File: config.mk
export PLATFORM = sky130hd
export DESIGN_NAME = differential_drive_mixer_flat
export DESIGN_NICKNAME = d
export VERILOG_FILES = /design/src/rtl/core/ddm_pkg.sv /design/src/rtl/core/ddm_cmd_if.sv /design/src/rtl/core/ddm_res_if.sv /design/src/rtl/core/differential_drive_mixer.sv /design/src/rtl/core/ddm_state.sv /design/src/rtl/core/ddm_mix.sv /design/src/flat_wrapper.sv
export SDC_FILE = /design/constraint.sdc
export NUM_CORES = 1
export LEC_CHECK = 0
export BUFFER_PORTS_ARGS = -buffer_cell sky130_fd_sc_hd__buf_2
export CORE_MARGIN = 2
export CORE_UTILIZATION = 34
export DETAILED_ROUTE_END_ITERATION = 7
export SYNTH_ARGS = -nofsm -noshare
export SYNTH_HDL_FRONTEND = slang
export SYNTH_SLANG_ARGS = --single-unit
File: constraint.sdc
create_clock -name clk -period 10.4 [get_ports clk]
set_input_delay 1.04 -clock clk [delete_from_list [all_inputs] [get_ports clk]]
set_output_delay 1.04 -clock clk [all_outputs]
set_load 0.01 [all_outputs]
File: src/rtl/core/ddm_pkg.sv
// ddm_pkg: shared types and constants of the differential drive mixer
// used by the channel interfaces and every rtl module of the block
`default_nettype none

package ddm_pkg;

    localparam int LVL_W   = 5;
    localparam int TRIM_W  = 5;
    localparam int DIR_W   = 2;
    localparam int LIMIT_W = 10;
    localparam int CMP_W   = 8;

    typedef enum logic [2:0] {
        OP_ADJUST  = 3'd0,
        OP_SET_SPD = 3'd1,
        OP_SET_HDG = 3'd2,
        OP_RESTORE = 3'd3,
        OP_TURN    = 3'd4
    } cmd_op_t;

    typedef enum logic [DIR_W-1:0] {
        DIR_NONE  = 2'd0,
        DIR_RIGHT = 2'd1,
        DIR_LEFT  = 2'd2
    } turn_dir_t;

    // levels held after a command, plus the beat that goes with them
    typedef struct packed {
        logic                     valid;
        logic                     started;
        logic signed [LVL_W-1:0]  speed;
        logic signed [LVL_W-1:0]  heading;
        turn_dir_t                turn_dir;
        logic [LIMIT_W-1:0]       turn_limit;
    } ddm_stage_t;

endpackage

`default_nettype wire

File: src/rtl/core/ddm_cmd_if.sv
// ddm_cmd_if: command channel of the differential drive mixer
// valid/ready handshake with the command fields; depends on ddm_pkg
`default_nettype none

interface ddm_cmd_if
    import ddm_pkg::*;
();
    logic              valid;
    logic              ready;
    logic [2:0]        op;
    logic signed [5:0] speed_delta;
    logic signed [5:0] heading_delta;
    logic signed [6:0] speed_value;
    logic signed [6:0] heading_value;

    modport source (
        output valid, op, speed_delta, heading_delta, speed_value, heading_value,
        input  ready
    );

    modport sink (
        input  valid, op, speed_delta, heading_delta, speed_value, heading_value,
        output ready
    );
endinterface

`default_nettype wire

File: src/rtl/core/ddm_res_if.sv
// ddm_res_if: result channel of the differential drive mixer
// valid/ready handshake with the drive and level fields; depends on ddm_pkg
`default_nettype none

interface ddm_res_if
    import ddm_pkg::*;
();
    logic                    valid;
    logic                    ready;
    logic                    left_forward;
    logic [CMP_W-1:0]        left_compare;
    logic                    right_forward;
    logic [CMP_W-1:0]        right_compare;
    logic signed [LVL_W-1:0] speed_level;
    logic signed [LVL_W-1:0] heading_level;
    logic [DIR_W-1:0]        turn_direction;
    logic [LIMIT_W-1:0]      turn_threshold;
    logic                    turn_started;

    modport source (
        output valid, left_forward, left_compare, right_forward, right_compare,
               speed_level, heading_level, turn_direction, turn_threshold, turn_started,
        input  ready
    );

    modport sink (
        input  valid, left_forward, left_compare, right_forward, right_compare,
               speed_level, heading_level, turn_direction, turn_threshold, turn_started,
        output ready
    );
endinterface

`default_nettype wire

File: src/rtl/core/differential_drive_mixer.sv
// differential drive mixer, top level: trim registers, state stage, mix stage
// a command beat is registered in the state stage, and its result beat then in the mix stage
// throughput: one command per cycle while the result channel is ready, set by the single state update path
// reset clears levels, turn direction, turn threshold, trims and both stage valid flags
// depends on ddm_pkg, ddm_cmd_if, ddm_res_if, ddm_state, ddm_mix
`default_nettype none

module differential_drive_mixer
    import ddm_pkg::*;
(
    input  wire logic              clk,
    input  wire logic              rst_n,
    ddm_cmd_if.sink                cmd,
    ddm_res_if.source              res,
    input  wire logic              cfg_write,
    input  wire logic [0:0]        cfg_index,
    input  wire logic [TRIM_W-1:0] cfg_data
);

    typedef enum logic [0:0] {
        REG_LEFT_TRIM  = 1'b0,
        REG_RIGHT_TRIM = 1'b1
    } cfg_reg_t;

    logic signed [TRIM_W-1:0] left_trim_reg;
    logic signed [TRIM_W-1:0] right_trim_reg;
    ddm_stage_t               stage;
    logic                     take;

    always_ff @(posedge clk or negedge rst_n)
    begin
        if (!rst_n)
        begin
            left_trim_reg  <= '0;
            right_trim_reg <= '0;
        end
        else if (cfg_write)
        begin
            unique case (cfg_index)
                REG_LEFT_TRIM:  left_trim_reg  <= cfg_data;
                REG_RIGHT_TRIM: right_trim_reg <= cfg_data;
                default:        left_trim_reg  <= left_trim_reg;
            endcase
        end
    end

    ddm_state u_state (
        .clk   (clk),
        .rst_n (rst_n),
        .cmd   (cmd),
        .take  (take),
        .stage (stage)
    );

    ddm_mix u_mix (
        .clk        (clk),
        .rst_n      (rst_n),
        .stage      (stage),
        .left_trim  (left_trim_reg),
        .right_trim (right_trim_reg),
        .take       (take),
        .res        (res)
    );

endmodule

`default_nettype wire

File: src/rtl/core/ddm_state.sv
// ddm_state: command decode and level/turn state update
// holds the levels as the first pipeline stage; depends on ddm_pkg, ddm_cmd_if
`default_nettype none

module ddm_state
    import ddm_pkg::*;
(
    input  wire logic   clk,
    input  wire logic   rst_n,
    ddm_cmd_if.sink     cmd,
    input  wire logic   take,
    output ddm_stage_t  stage
);

    localparam int LEVEL_MAX        = 8;
    localparam int LEFT_TURN_STEPS  = 22;
    localparam int RIGHT_TURN_STEPS = 20;
    localparam int LIMIT_MAX        = 1023;
    localparam int PROD_W           = 12;

    function automatic logic signed [LVL_W-1:0] clamp_lvl(input logic signed [6:0] v);
        logic signed [LVL_W-1:0] r;
        if (v > 7'(LEVEL_MAX))
            r = LVL_W'(LEVEL_MAX);
        else if (v < -7'(LEVEL_MAX))
            r = -LVL_W'(LEVEL_MAX);
        else
            r = v[LVL_W-1:0];
        return r;
    endfunction

    logic signed [LVL_W-1:0] speed_reg, speed_next;
    logic signed [LVL_W-1:0] heading_reg, heading_next;
    turn_dir_t               turn_dir_reg, turn_dir_next;
    logic [LIMIT_W-1:0]      turn_limit_reg, turn_limit_next;
    logic                    started_reg, started_next;
    logic                    valid_reg;
    logic                    accept;

    logic [6:0]              turn_mag;
    logic [4:0]              turn_steps;
    logic [PROD_W-1:0]       turn_prod;

    assign cmd.ready = !valid_reg || take;
    assign accept    = cmd.valid && cmd.ready;

    always_comb
    begin
        turn_mag   = cmd.heading_value[6] ? 7'(-cmd.heading_value) : 7'(cmd.heading_value);
        turn_steps = cmd.heading_value[6] ? 5'(LEFT_TURN_STEPS) : 5'(RIGHT_TURN_STEPS);
        turn_prod  = PROD_W'(turn_mag) * PROD_W'(turn_steps);

        speed_next      = speed_reg;
        heading_next    = heading_reg;
        turn_dir_next   = turn_dir_reg;
        turn_limit_next = turn_limit_reg;
        started_next    = 1'b0;

        unique case (cmd.op)
            OP_ADJUST:
            begin
                speed_next   = clamp_lvl(7'(speed_reg) + 7'(cmd.speed_delta));
                heading_next = clamp_lvl(7'(heading_reg) + 7'(cmd.heading_delta));
            end
            OP_SET_SPD:
            begin
                speed_next = clamp_lvl(cmd.speed_value);
            end
            OP_SET_HDG:
            begin
                heading_next = clamp_lvl(cmd.heading_value);
            end
            OP_RESTORE:
            begin
                if (cmd.speed_value != '0)
                    speed_next = '0;
                if (cmd.heading_value != '0)
                    heading_next = '0;
                turn_dir_next = DIR_NONE;
            end
            OP_TURN:
            begin
                turn_limit_next = (turn_prod > PROD_W'(LIMIT_MAX)) ?
                                  LIMIT_W'(LIMIT_MAX) : turn_prod[LIMIT_W-1:0];
                speed_next      = '0;
                started_next    = 1'b1;
                // zero amount counts as a left turn
                if (cmd.heading_value > 7'sd0)
                begin
                    turn_dir_next = DIR_RIGHT;
                    heading_next  = 5'sd4;
                end
                else
                begin
                    turn_dir_next = DIR_LEFT;
                    heading_next  = -5'sd4;
                end
            end
            default:
            begin
                speed_next = speed_reg;
            end
        endcase
    end

    always_ff @(posedge clk or negedge rst_n)
    begin
        if (!rst_n)
        begin
            speed_reg      <= '0;
            heading_reg    <= '0;
            turn_dir_reg   <= DIR_NONE;
            turn_limit_reg <= '0;
            started_reg    <= 1'b0;
            valid_reg      <= 1'b0;
        end
        else
        begin
            if (accept)
            begin
                speed_reg      <= speed_next;
                heading_reg    <= heading_next;
                turn_dir_reg   <= turn_dir_next;
                turn_limit_reg <= turn_limit_next;
                started_reg    <= started_next;
                valid_reg      <= 1'b1;
            end
            else if (take)
            begin
                valid_reg <= 1'b0;
            end
        end
    end

    // the state registers double as the stage payload
    assign stage.valid      = valid_reg;
    assign stage.started    = started_reg;
    assign stage.speed      = speed_reg;
    assign stage.heading    = heading_reg;
    assign stage.turn_dir   = turn_dir_reg;
    assign stage.turn_limit = turn_limit_reg;

endmodule

`default_nettype wire

File: src/rtl/core/ddm_mix.sv
// ddm_mix: mixes speed and heading into per-side drive, adds trims,
// and registers the result beat; depends on ddm_pkg, ddm_res_if
`default_nettype none

module ddm_mix
    import ddm_pkg::*;
(
    input  wire logic                     clk,
    input  wire logic                     rst_n,
    input  wire ddm_stage_t               stage,
    input  wire logic signed [TRIM_W-1:0] left_trim,
    input  wire logic signed [TRIM_W-1:0] right_trim,
    output logic                          take,
    ddm_res_if.source                     res
);

    localparam int W          = 12;
    localparam int SPEED_SH   = 5;
    localparam int HEADING_SH = 6;
    localparam int DRIVE_MAX  = 255;
    localparam int RIGHT_BIAS = 5;

    typedef struct packed {
        logic             fwd;
        logic [CMP_W-1:0] cmp;
    } drv_t;

    function automatic logic signed [W-1:0] clamp_drv(input logic signed [W-1:0] v);
        logic signed [W-1:0] r;
        if (v > W'(DRIVE_MAX))
            r = W'(DRIVE_MAX);
        else if (v < -W'(DRIVE_MAX))
            r = -W'(DRIVE_MAX);
        else
            r = v;
        return r;
    endfunction

    function automatic drv_t to_pwm(input logic signed [W-1:0] v);
        drv_t                r;
        logic signed [W-1:0] nv;
        nv = -v;
        if (v > W'(0))
        begin
            r.fwd = 1'b1;
            r.cmp = (v > W'(DRIVE_MAX)) ? '0 : CMP_W'(DRIVE_MAX) - v[CMP_W-1:0];
        end
        else
        begin
            r.fwd = 1'b0;
            r.cmp = (nv > W'(DRIVE_MAX)) ? CMP_W'(DRIVE_MAX) : nv[CMP_W-1:0];
        end
        return r;
    endfunction

    logic signed [W-1:0] spd, hdg, base, hterm, l_mix, r_mix;
    logic signed [W-1:0] l_coef, r_coef, r_trim, l_prod, r_prod, l_drv, r_drv;
    drv_t                l_pwm, r_pwm;

    logic                    valid_reg;
    drv_t                    left_reg, right_reg;
    logic signed [LVL_W-1:0] speed_reg, heading_reg;
    logic [DIR_W-1:0]        dir_reg;
    logic [LIMIT_W-1:0]      limit_reg;
    logic                    started_reg;

    always_comb
    begin
        spd    = W'(stage.speed);
        hdg    = W'(stage.heading);
        base   = spd <<< SPEED_SH;
        hterm  = hdg <<< HEADING_SH;
        l_mix  = clamp_drv(base - hterm);
        r_mix  = clamp_drv(base + hterm);
        r_trim = W'(right_trim);
        // trim gains folded into one coefficient per side: 2t and 3t + bias
        l_coef = W'(left_trim) <<< 1;
        r_coef = (r_trim <<< 1) + r_trim + W'(RIGHT_BIAS);
        l_prod = spd * l_coef;
        r_prod = spd * r_coef;
        l_drv  = l_mix + l_prod;
        r_drv  = r_mix + r_prod;
        l_pwm  = to_pwm(l_drv);
        r_pwm  = to_pwm(r_drv);
    end

    assign take = stage.valid && (!valid_reg || res.ready);

    always_ff @(posedge clk or negedge rst_n)
    begin
        if (!rst_n)
        begin
            valid_reg <= 1'b0;
        end
        else if (take)
        begin
            valid_reg <= 1'b1;
        end
        else if (res.ready)
        begin
            valid_reg <= 1'b0;
        end
    end

    always_ff @(posedge clk)
    begin
        if (take)
        begin
            left_reg    <= l_pwm;
            right_reg   <= r_pwm;
            speed_reg   <= stage.speed;
            heading_reg <= stage.heading;
            dir_reg     <= stage.turn_dir;
            limit_reg   <= stage.turn_limit;
            started_reg <= stage.started;
        end
    end

    assign res.valid          = valid_reg;
    assign res.left_forward   = left_reg.fwd;
    assign res.left_compare   = left_reg.cmp;
    assign res.right_forward  = right_reg.fwd;
    assign res.right_compare  = right_reg.cmp;
    assign res.speed_level    = speed_reg;
    assign res.heading_level  = heading_reg;
    assign res.turn_direction = dir_reg;
    assign res.turn_threshold = limit_reg;
    assign res.turn_started   = started_reg;

endmodule

`default_nettype wire
File: src/flat_wrapper.sv
// flat-port wrapper written by rule: the top's interface ports become plain ports
module differential_drive_mixer_flat import ddm_pkg::*;
  (clk, rst_n, cfg_write, cfg_index, cfg_data, cmd_valid, cmd_op, cmd_speed_delta, cmd_heading_delta, cmd_speed_value, cmd_heading_value, cmd_ready, res_valid, res_left_forward, res_left_compare, res_right_forward, res_right_compare, res_speed_level, res_heading_level, res_turn_direction, res_turn_threshold, res_turn_started, res_ready);
  ddm_cmd_if cmd_i ();
  ddm_res_if res_i ();
  input  wire logic clk;
  input  wire logic rst_n;
  input  wire logic cfg_write;
  input  wire logic [0:0] cfg_index;
  input  wire logic [TRIM_W-1:0] cfg_data;
  input wire logic [$bits(cmd_i.valid)-1:0] cmd_valid;
  input wire logic [$bits(cmd_i.op)-1:0] cmd_op;
  input wire logic [$bits(cmd_i.speed_delta)-1:0] cmd_speed_delta;
  input wire logic [$bits(cmd_i.heading_delta)-1:0] cmd_heading_delta;
  input wire logic [$bits(cmd_i.speed_value)-1:0] cmd_speed_value;
  input wire logic [$bits(cmd_i.heading_value)-1:0] cmd_heading_value;
  output wire logic [$bits(cmd_i.ready)-1:0] cmd_ready;
  output wire logic [$bits(res_i.valid)-1:0] res_valid;
  output wire logic [$bits(res_i.left_forward)-1:0] res_left_forward;
  output wire logic [$bits(res_i.left_compare)-1:0] res_left_compare;
  output wire logic [$bits(res_i.right_forward)-1:0] res_right_forward;
  output wire logic [$bits(res_i.right_compare)-1:0] res_right_compare;
  output wire logic [$bits(res_i.speed_level)-1:0] res_speed_level;
  output wire logic [$bits(res_i.heading_level)-1:0] res_heading_level;
  output wire logic [$bits(res_i.turn_direction)-1:0] res_turn_direction;
  output wire logic [$bits(res_i.turn_threshold)-1:0] res_turn_threshold;
  output wire logic [$bits(res_i.turn_started)-1:0] res_turn_started;
  input wire logic [$bits(res_i.ready)-1:0] res_ready;
  assign cmd_i.valid = cmd_valid;
  assign cmd_i.op = cmd_op;
  assign cmd_i.speed_delta = cmd_speed_delta;
  assign cmd_i.heading_delta = cmd_heading_delta;
  assign cmd_i.speed_value = cmd_speed_value;
  assign cmd_i.heading_value = cmd_heading_value;
  assign cmd_ready = cmd_i.ready;
  assign res_valid = res_i.valid;
  assign res_left_forward = res_i.left_forward;
  assign res_left_compare = res_i.left_compare;
  assign res_right_forward = res_i.right_forward;
  assign res_right_compare = res_i.right_compare;
  assign res_speed_level = res_i.speed_level;
  assign res_heading_level = res_i.heading_level;
  assign res_turn_direction = res_i.turn_direction;
  assign res_turn_threshold = res_i.turn_threshold;
  assign res_turn_started = res_i.turn_started;
  assign res_i.ready = res_ready;
  differential_drive_mixer u_core (.clk(clk), .rst_n(rst_n), .cmd(cmd_i), .res(res_i), .cfg_write(cfg_write), .cfg_index(cfg_index), .cfg_data(cfg_data));
endmodule
# Yosys cells after proc, flatten, opt, wreduce, memory -nomap -nowiden
# Index checks and enable logic that the tools add are counted.
# totals
word_cells	114
regBits	76
out_inout_bits	43
# op_classes
order_cmp	20
n_addsub	13
multipliers	3
n_eq_ne	6
n_bitwise	1
n_reduce_logical	20
muxes	33
# op_table
op	count
12-bit by 9-bit greater-than comparator with 1-bit output, second input constant	6
5-bit 2-to-1 mux	11
12-bit 2-to-1 mux	4
5-bit one-hot mux with 4 select lines	2
8-bit 2-to-1 mux	4
7-bit by 5-bit greater-than comparator with 1-bit output, second input constant	4
7-bit by 4-bit < comparator with 1-bit output, second input constant	4
12-bit by 1-bit greater-than comparator with 1-bit output, second input constant	2
12-bit by 9-bit < comparator with 1-bit output, second input constant	2
12-bit negator	2
9-bit 2-to-1 mux	2
8-bit subtractor, first input constant	2
5-bit by 6-bit adder with 7-bit output	2
7-bit nonzero test	2
10-bit by 11-bit adder with 12-bit output	1
12-bit by 11-bit adder with 12-bit output	1
12-bit adder	1
12-bit by 10-bit greater-than comparator with 1-bit output, second input constant	1
5-bit by 8-bit multiplier with 12-bit output	1
7-bit by 5-bit multiplier with 12-bit output	1
10-bit by 11-bit subtractor with 12-bit output	1
5-bit by 5-bit multiplier with 10-bit output	1
10-bit 2-to-1 mux	1
7-bit by 4-bit adder with 8-bit output, second input constant	1
20 further kinds	37

# Longest topological paths before layout
# Gate-level depths: netlist of run 1.
# logic_depth
depth_word	9
ltp_mapped	26
depth_no_buf	25

# Modules after synthesis
# A second synthesis of run 1 with hierarchy kept.
# hier_totals
hier_cells	948
hier_area_um2	8949.8
# modules_own_cells
module	cells_each	n_inst	area_per_inst_um2	seq_area_each_um2
ddm_mix	636	1	5905.7	1256.2
ddm_state	290	1	2618.8	600.6
differential_drive_mixer	22	1	425.4	250.2

# Least setup slack after synthesis of run 1
# Ideal clock, no wire load.
# synth_timing
kind	flip-flop to flip-flop
start	register u_core.u_state.heading_reg[1]
end	register u_core.u_mix.right_reg, in the netlist u_core.u_mix.res.right_compare[5], data pin
path_slack_ps	3869
n_path_buf	0
arrival_time_ps	6372
path_stages_with_launch	26
setup_ps	159
cell_sequence	dfrtp_1 > inv_1 > ha_1 > nor2b_1 > o21bai_1 > a21oi_1 > o31ai_1 > inv_1 > nand2_1 > clkinv_1 > o21ai_0 > fa_1 > fa_1 > inv_1 > fa_1 > ha_1 > ha_1 > a21o_1 > nand2_1 > a21oi_1 > mux2_2 > o21ai_0 > a22oi_1 > o31ai_1 > a21boi_0 > o211ai_1
# synth_lines
element	line	source
start: declaration	ddm_state.sv:33	logic signed [LVL_W-1:0] heading_reg, heading_next;
start signal: assignment	ddm_state.sv:122	heading_reg <= heading_next;
end signal: assignment	ddm_mix.sv:110	right_reg <= r_pwm;
end: declaration	ddm_mix.sv:61	drv_t left_reg, right_reg;

==> flow_metrics.py, run 1 <==
metrics = {
    "run_status": {
        "status": "complete, no violations",
    },
    "synthesis": {
        "ys_ff_latch": 76,
        "ys_warn_count": 0,
        "synth_edf_count": 41,
        "synthesis.nets": 1106,
        "syn_area_sq_um": 8580,
        "synthCells": 896,
        "yosysUniqueCellTypes": 77,
        "synth_flop_cell": "edfxtp_1",
        "synth-seq-area-share": 0.245,
        "syn_avg_cell_area_sq_um": 9.58,
        "ys_async_sr_fraction": 0.461,
    },
    "detailed_routing": {
        "avgRoutedWirePerCell_um": 14.0,
        "finalWirelength_um": 18400,
        "dr_total_vias": 6430,
        "vias_per_cell": 4.90,
        "ant_nets": 0,
        "route.detailed.drc": 0,
        "dr.pass1.iters": 4,
        "drtIter0Drc": 290,
    },
    "worst_setup_path": {
        "critPathLaunchType": "flop",
        "worst-endpoint-required_ns": 10.60,
        "worst_ep_arrival_time_ns": 7.92,
        "worstSetupEndpointType": "flop",
        "critPathMaxFanout": 19,
        "critPathKind": "flop to flop",
    },
    "layout": {
        "drive_above_1_share": 0.139,
        "nets": 1185,
        "syn_to_final_growth_pct": 12.5,
        "final_cell_mix": "ha_1 (111), inv_1 (109), buf_2 (82)",
        "final_common_cell": "ha_1",
    },
    "sta": {
        "max_freq_mhz": 129,
        "hold_violations": 0,
        "rsz0062_at_grt": "no",
        "slew_headroom": 0.180,
        "fin_skew_ns": 0.0176,
        "worstMarginPinSlew_ns": 1.22,
        "fin_setup_tns_ns": 0,
        "min_period_ns": 7.73,
        "holdWs_ns": 0.449,
        "period_share": 0.743,
        "setup_viol": 0,
        "drv_slew": 0,
    },
    "floorplanning": {
        "start_util": 0.344,
        "io_pins": 83,
        "die_w_um": 163,
        "die_h_um": 163,
        "fp.coreArea_sq_um": 25000,
        "rows": 58,
        "die-area_sq_um": 26500,
    },
    "placed_design": {
        "io_buffers": 82,
        "dp_hpwl_um": 15000,
        "globalplace.congestion": 0.814,
    },
    "global_routing": {
        "antenna_found_initial": 0,
        "grt_start_max_net_pins": 42,
        "grt_pass1_vias": 6371,
        "grtUsageTotal": 0.146,
        "grt_pass1_wl_um": 31300,
        "overflow": 0,
    },
    "clock_network": {
        "h-tree-depth": 3,
        "path_clk_slew_ns": 0.07,
        "clockBufferDepth": 2,
        "post_cts_buffers": 0,
        "clk_latency_ns": 0.36,
        "cts_tree": "done",
        "cts_buffers": 9,
        "cts_sinks": 76,
        "ctsRootBufferMaster": "clkbuf_16",
        "ctsResizeCount": 0,
        "hold_buffers": 0,
    },
    "run": {
        "cap_violations": 0,
    },
    "worst_hold_path": {
        "hold_class": "flop to flop",
    },
}
-- area by class of cell --
| class | count | area, sq um |
|---|---|---|
| flip-flops and latches | 76 | 2110 |
| inverters | 110 | 413 |
| clock buffers | 10 | 250 |
| fillers | 2559 | 15300 |
| multi-input cells | 694 | 5990 |
| diodes | 1 | 2.50 |
| well taps | 330 | 413 |
| repair buffers | 84 | 425 |
| clock inverters | 6 | 52.6 |
-- per-stage QoR --
step	setup WS [ns]	util	cell area, sq um	std cells
global placement	2.94	0.374	9350	1294
global route	1.95	0.387	9650	1310
detailed placement	2.69	0.374	9350	1294
finish	2.67	0.387	9650	1311
CTS	2.66	0.387	9650	1310
floorplan	3.87	-	8580	896
-- critical path: stages, from the launching register on --
cell and delay [ns]:
dfrtp_1 0.63, ha_1 0.55, o21bai_1 0.17, a21oi_1 0.11
o31ai_1 0.50, inv_1 0.20, nand2_1 0.22, clkinv_1 0.25
o21ai_0 0.26, fa_1 0.46, fa_1 0.49, inv_1 0.05
fa_1 0.47, ha_1 0.30, ha_1 0.34, a21o_1 0.15
nand2_1 0.05, a21oi_1 0.35, mux2_2 0.38, o21ai_0 0.08
a22oi_1 0.11, o31ai_1 1.02, a21boi_0 0.21, o211ai_1 0.22
-- path summary, 6_finish.rpt --
path	end	cells after the start	slack (ns)	startpoint
setup reg to reg	u_core.u_mix.res.right_compare[5]	23	2.67	u_core.u_state.speed_reg[3]
hold reg to reg	u_core.u_mix.res.turn_threshold[7]	0	0.45	u_core.u_state.turn_limit_reg[7]
setup / recovery	u_core.u_mix.res.right_compare[5]	23	2.67	u_core.u_state.speed_reg[3]
min in group asynchronous	u_core.u_state.turn_limit_reg[9]	1	0.80	rst_n
max in group asynchronous	u_core.left_trim_reg[1]	1	9.03	rst_n
hold / removal	u_core.u_mix.res.turn_threshold[7]	0	0.45	u_core.u_state.turn_limit_reg[7]
-- cells by family (layout without fill, tap and decap cells) --
group                    after synthesis  after routing  share of synthesized area
multiplexers                          16             16                     0.0206
buffers and inverters                126            210                     0.0569
XOR/XNOR                              64             64                     0.0687
AO/OA/AOI/OAI                        187            187                      0.156
other                                  0              1                          0
adder cells (fa/ha/maj)              170            170                      0.299
AND/OR/NAND/NOR                      257            257                      0.153
flip-flops                            76             76                      0.245
-- cells in the mapped netlist, drive strengths merged (3+ instances only) --
library cell | instances | area [sq um]
a2111oi | 3 | 26.3
a211o | 3 | 26.3
a21o | 14 | 105
a21oi | 43 | 226
a221o | 5 | 50.1
a221oi | 3 | 32.5
a22oi | 5 | 37.5
a31oi | 6 | 52.6
and2 | 32 | 200
and3 | 5 | 33.8
clkbuf | 14 | 52.6
dfrtp | 35 | 876
edfxtp | 41 | 1230
fa | 59 | 1180
ha | 111 | 1390
inv | 109 | 409
mux2 | 13 | 146
mux2i | 3 | 30.0
nand2 | 62 | 233
nand2b | 23 | 144
nand3 | 11 | 55.1
nand3b | 5 | 41.3
nand4 | 4 | 25.0
nor2 | 61 | 229
nor2b | 13 | 81.3
nor3 | 16 | 80.1
nor3b | 5 | 37.5
nor4 | 4 | 25.0
o211ai | 13 | 97.6
o21a | 6 | 52.6
o21ai | 37 | 189
o21bai | 10 | 75.1
o22a | 10 | 87.6
o31ai | 4 | 30.0
o41ai | 3 | 26.3
or2 | 3 | 18.8
or3 | 3 | 18.8
or4 | 4 | 33.8
xnor2 | 46 | 403
xor2 | 16 | 140
-- metal layers --
metal / part of all wire / GRT usage / vias up
met5: 0 / 0 / -
met4: 0.014 / 0.0418 / 0
met3: 0.026 / 0.0209 / 15
met2: 0.47 / 0.241 / 78
met1: 0.49 / 0.199 / 3055
li1: - / - / 3282
Power of run 1 is not shown: default switching activity piles up to over one toggle a cycle in this logic, so the estimate is an artifact.
==> inputs of run 2 (changes only) <==
==> constraint.sdc (replaced) <==
create_clock -name clk -period 7.69 [get_ports clk]
set_input_delay 0.769 -clock clk [delete_from_list [all_inputs] [get_ports clk]]
set_output_delay 0.769 -clock clk [all_outputs]
set_load 0.01 [all_outputs]
==> flow_metrics.py, run 2 (synthesis gave the netlist of run 1 again) <==
metrics = {
    "global_routing": {
        "grt_start_max_net_pins": 42,
        "overflow": 0,
        "grt_pass1_vias": 6441,
        "antenna_found_initial": 0,
        "grt_pass1_wl_um": 31900,
        "grtUsageTotal": 0.150,
    },
    "layout": {
        "syn_to_final_growth_pct": 12.9,
        "nets": 1191,
        "drive_above_1_share": 0.144,
        "final_cell_mix": "ha_1 (111), inv_1 (109), buf_2 (82)",
        "final_common_cell": "ha_1",
        "n_antenna_cell": 0,
    },
    "clock_network": {
        "clockBufferDepth": 2,
        "cts_tree": "done",
        "hold_buffers": 0,
        "path_clk_slew_ns": 0.07,
        "ctsRootBufferMaster": "clkbuf_16",
        "cts_buffers": 9,
        "clk_latency_ns": 0.35,
        "h-tree-depth": 3,
        "cts_sinks": 76,
        "ctsResizeCount": 0,
        "post_cts_buffers": 0,
    },
    "sta": {
        "holdWs_ns": 0.452,
        "fin_skew_ns": 0.00930,
        "slew_headroom": 0.262,
        "hold_violations": 0,
        "rsz0062_at_grt": "no",
        "max_freq_mhz": 145,
        "fin_setup_tns_ns": 0,
        "period_share": 0.897,
        "min_period_ns": 6.90,
        "drv_slew": 0,
        "setup_viol": 0,
        "worstMarginPinSlew_ns": 1.11,
    },
    "worst_setup_path": {
        "slowest_stage": "o31ai_1",
        "critPathKind": "flop to flop",
        "worstSetupEndpointType": "flop",
        "path_cells": "inv_1, ha_1, nor2b_1, o21bai_1, a21oi_1, o31ai_1, inv_1, nand2_1, clkinv_1, o21ai_0, fa_1, fa_1, inv_1, fa_1, ha_1, ha_1, a21o_1, nand2_1, a21oi_1, o41ai_1, xnor3_1, nand4b_1, a21boi_0, o211ai_1",
        "critPathMaxFanout": 8,
        "critPathLaunchType": "flop",
        "critPathBufInv": 4,
        "max_stage_delay_ns": 0.53,
        "worst_ep_arrival_time_ns": 6.97,
        "worst-endpoint-required_ns": 7.77,
        "critPathTopFamily": "adder cells",
    },
    "floorplanning": {
        "start_util": 0.344,
        "die-area_sq_um": 26500,
        "rows": 58,
        "io_pins": 83,
        "die_h_um": 163,
        "fp.coreArea_sq_um": 25000,
        "die_w_um": 163,
    },
    "detailed_routing": {
        "finalWirelength_um": 18800,
        "drtIter0Drc": 259,
        "vias_per_cell": 4.95,
        "dr.pass1.iters": 5,
        "avgRoutedWirePerCell_um": 14.3,
        "ant_nets": 0,
        "dr_total_vias": 6518,
        "route.detailed.drc": 0,
    },
    "placed_design": {
        "dp_hpwl_um": 15200,
        "globalplace.congestion": 0.824,
        "io_buffers": 82,
    },
    "worst_hold_path": {
        "hold_class": "flop to flop",
    },
    "run_status": {
        "status": "complete, no violations",
    },
    "run": {
        "cap_violations": 0,
    },
}
run 2: cell type report:
| class | instances | area [sq um] |
|---|---|---|
| fill | 2568 | 15300 |
| multi-input combinational | 694 | 5990 |
| sequential | 76 | 2110 |
| timing repair buffer | 90 | 470 |
| inverter | 110 | 413 |
| tap | 330 | 413 |
| clock buffer | 10 | 250 |
| clock inverter | 6 | 51.3 |
run 2: worst paths after layout:
| check | end | from | depth (start not counted) | slack, ns |
|---|---|---|---|---|
| worst min-delay path | u_core.u_mix.res.turn_threshold[9] | u_core.u_state.turn_limit_reg[9] | 0 | 0.45 |
| worst min register to register | u_core.u_mix.res.turn_threshold[9] | u_core.u_state.turn_limit_reg[9] | 0 | 0.45 |
| min in group asynchronous | u_core.u_state.turn_limit_reg[9] | rst_n | 1 | 0.51 |
| max in group asynchronous | u_core.left_trim_reg[0] | rst_n | 1 | 6.62 |
| worst max-delay path | u_core.u_mix.res.right_compare[5] | u_core.u_state.heading_reg[1] | 24 | 0.79 |
| worst max register to register | u_core.u_mix.res.right_compare[5] | u_core.u_state.heading_reg[1] | 24 | 0.79 |
run 2: metrics by stage:
stage,setup WS (ns),instances,util,instance area (sq um)
floorplan,1.16,896,-,8580
global placement,0.928,1300,0.376,9390
detailed placement,0.730,1300,0.376,9390
CTS,0.723,1316,0.388,9690
global route,0.0140,1316,0.388,9690
finish,0.795,1316,0.388,9690
run 2: worst register-to-register path, delay by kind of cell (launching register included):
| family | cells | cell delay, ns |
|---|---|---|
| adder cells (fa/ha/maj) | 6 | 2.39 |
| AO/OA/AOI/OAI | 9 | 1.97 |
| buffers and inverters | 4 | 0.67 |
| AND/OR/NAND/NOR | 4 | 0.65 |
| XOR/XNOR | 1 | 0.51 |
| flip-flops | 1 | 0.44 |
run 2: metal layers:
| layer | global-route usage | wire length (um) | up-vias |
|---|---|---|---|
| li1 | - | - | 3288 |
| met2 | 0.242 | 8780 | 107 |
| met4 | 0.0350 | 206 | 0 |
| met5 | 0 | 0 | - |
| met1 | 0.211 | 9130 | 3112 |
| met3 | 0.0234 | 649 | 11 |
Power of run 2 is left out for the same reason.
==> inputs of run 3 (changes only) <==
--- a/config.mk
+++ b/config.mk
@@ -5,10 +5,10 @@
 export SDC_FILE = /design/constraint.sdc
 export NUM_CORES = 1
 export LEC_CHECK = 0
-export BUFFER_PORTS_ARGS = -buffer_cell sky130_fd_sc_hd__buf_2
 export CORE_MARGIN = 2
 export CORE_UTILIZATION = 34
 export DETAILED_ROUTE_END_ITERATION = 7
+export DONT_BUFFER_PORTS = 1
 export SYNTH_ARGS = -nofsm -noshare
 export SYNTH_HDL_FRONTEND = slang
 export SYNTH_SLANG_ARGS = --single-unit
==> flow_metrics.py, run 3 (synthesis gave the netlist of run 1 again) <==
metrics = {
    "clock_network": {
        "h-tree-depth": 3,
        "clockBufferDepth": 2,
        "ctsRootBufferMaster": "clkbuf_16",
        "cts_tree": "done",
        "cts_buffers": 9,
        "hold_buffers": 0,
        "cts_sinks": 76,
        "ctsResizeCount": 0,
        "post_cts_buffers": 0,
        "clk_latency_ns": 0.37,
        "path_clk_slew_ns": 0.07,
    },
    "sta": {
        "slew_headroom": 0.280,
        "hold_violations": 0,
        "period_share": 0.898,
        "worstMarginPinSlew_ns": 1.08,
        "rsz0062_at_grt": "no",
        "drv_slew": 0,
        "setup_viol": 0,
        "min_period_ns": 6.91,
        "fin_setup_tns_ns": 0,
        "max_freq_mhz": 145,
        "fin_skew_ns": 0.0125,
    },
    "worst_setup_path": {
        "worstSetupEndpointType": "flop",
        "critPathMaxFanout": 8,
        "regToRegStartpoint": "u_core.u_state.heading_reg[1]",
        "max_stage_delay_ns": 0.52,
        "worst-endpoint-required_ns": 7.79,
        "slowest_stage": "xnor3_1",
        "worst_ep_arrival_time_ns": 7.00,
        "critPathKind": "flop to flop",
        "cp-endpoint": "u_core.u_mix.res.right_compare[5]",
        "reg2reg_depth": 24,
        "r2r_slack_ns": 0.78,
        "timing.rr.end": "u_core.u_mix.res.right_compare[5]",
        "critPathLaunch": "u_core.u_state.heading_reg[1]",
        "path_cells": "inv_1, ha_1, nor2b_1, o21bai_1, a21oi_1, o31ai_1, inv_1, nand2_1, clkinv_1, o21ai_0, fa_1, fa_1, inv_1, fa_1, ha_1, ha_1, a21o_1, nand2_1, a21oi_1, o41ai_1, xnor3_1, nand4b_1, a21boi_0, o211ai_1",
        "critPathLaunchType": "flop",
    },
    "detailed_routing": {
        "route.met2.wl_um": 9010,
        "routed.top_layer": "met4",
        "route.detailed.drc": 0,
        "met1Wirelength_um": 8820,
        "dr_total_vias": 6291,
        "dr.pass1.iters": 4,
        "drtIter0Drc": 285,
        "vias_per_cell": 5.10,
        "ant_nets": 0,
        "avgRoutedWirePerCell_um": 15.3,
        "finalWirelength_um": 18900,
        "met3WireLength_um": 648,
    },
    "worst_hold_path": {
        "hold_class": "input port to asynchronous set/reset pin",
    },
    "global_routing": {
        "grt_pass1_vias": 6262,
        "grt_start_max_net_pins": 42,
        "antenna_found_initial": 0,
        "grt_pass1_wl_um": 31500,
        "grtUsageTotal": 0.149,
        "overflow": 0,
    },
    "layout": {
        "finalNonFillerCells": 1233,
        "final_common_cell": "ha_1",
        "n_antenna_cell": 0,
        "syn_to_final_growth_pct": 7.86,
        "drive_above_1_share": 0.0653,
        "nets": 1108,
        "final_cell_mix": "ha_1 (111), inv_1 (109), nand2_1 (62)",
    },
    "placed_design": {
        "io_buffers": 0,
        "place_inst": 1217,
        "dp_hpwl_um": 14900,
        "globalplace.congestion": 0.854,
    },
    "floorplanning": {
        "die_w_um": 163,
        "start_util": 0.344,
        "io_pins": 83,
        "rows": 58,
        "die_h_um": 163,
        "fp.coreArea_sq_um": 25000,
        "die-area_sq_um": 26500,
    },
    "run_status": {
        "status": "complete, no violations",
    },
    "run": {
        "cap_violations": 0,
    },
}
-- run 3: changes by cell type in the layout (fill, tap and decap cells not counted), sizes merged --
cell      previous run  this run
clkinvlp             1         2
buf                 90         7
clkbuf              10         9
-- run 3: how the worst min path moves through the flow --
| stage | startpoint | endpoint |
|---|---|---|
| after floorplan | u_core.u_state.started_reg | u_core.u_mix.res.turn_started |
| after global placement | u_core.u_state.turn_limit_reg[6] | u_core.u_mix.res.turn_threshold[6] |
| after detailed placement | u_core.u_state.turn_limit_reg[6] | u_core.u_mix.res.turn_threshold[6] |
| after CTS | rst_n | u_core.u_state.heading_reg[1] |
| after global routing | rst_n | u_core.u_state.heading_reg[1] |
| final | rst_n | u_core.u_state.heading_reg[1] |
-- run 3: area by class of cell --
| class | count | area, sq um |
|---|---|---|
| Fill cell | 2533 | 15700 |
| Multi-Input combinational cell | 694 | 5990 |
| Sequential cell | 76 | 2110 |
| Inverter | 110 | 413 |
| Tap cell | 330 | 413 |
| Clock buffer | 9 | 225 |
| Clock inverter | 7 | 57.6 |
| Timing Repair Buffer | 7 | 52.6 |
-- run 3: per-stage QoR --
| step | hold slack (ns) | instance area, sq um | util | setup WS (ns) |
|---|---|---|---|---|
| after floorplan | 0.425 | 8580 | - | 1.16 |
| after global placement | 0.434 | 8970 | 0.360 | 0.925 |
| after detailed placement | 0.436 | 8970 | 0.360 | 0.762 |
| after CTS | 0.0709 | 9260 | 0.371 | 0.723 |
| after global routing | 0.0767 | 9260 | 0.371 | 0.147 |
| final | 0.0912 | 9260 | 0.371 | 0.784 |
-- run 3: worst max-delay path, delay by kind of cell, from the launching register on --
kind                       cells  cell delay, ns
buffers and inverters          4            0.66
and+or+nand+nor                4            0.62
AOI/OAI and AO/OA              9            1.98
xor gates and xnor gates       1            0.52
DFF                            1            0.45
adders and majority gates      6            2.38
-- run 3: metal layers --
layer	GRT usage	up-vias
met5	0	-
met4	0.0579	0
met3	0.0285	22
met2	0.247	88
met1	0.194	3062
li1	-	3119
Power of run 3 is left out for the same reason.
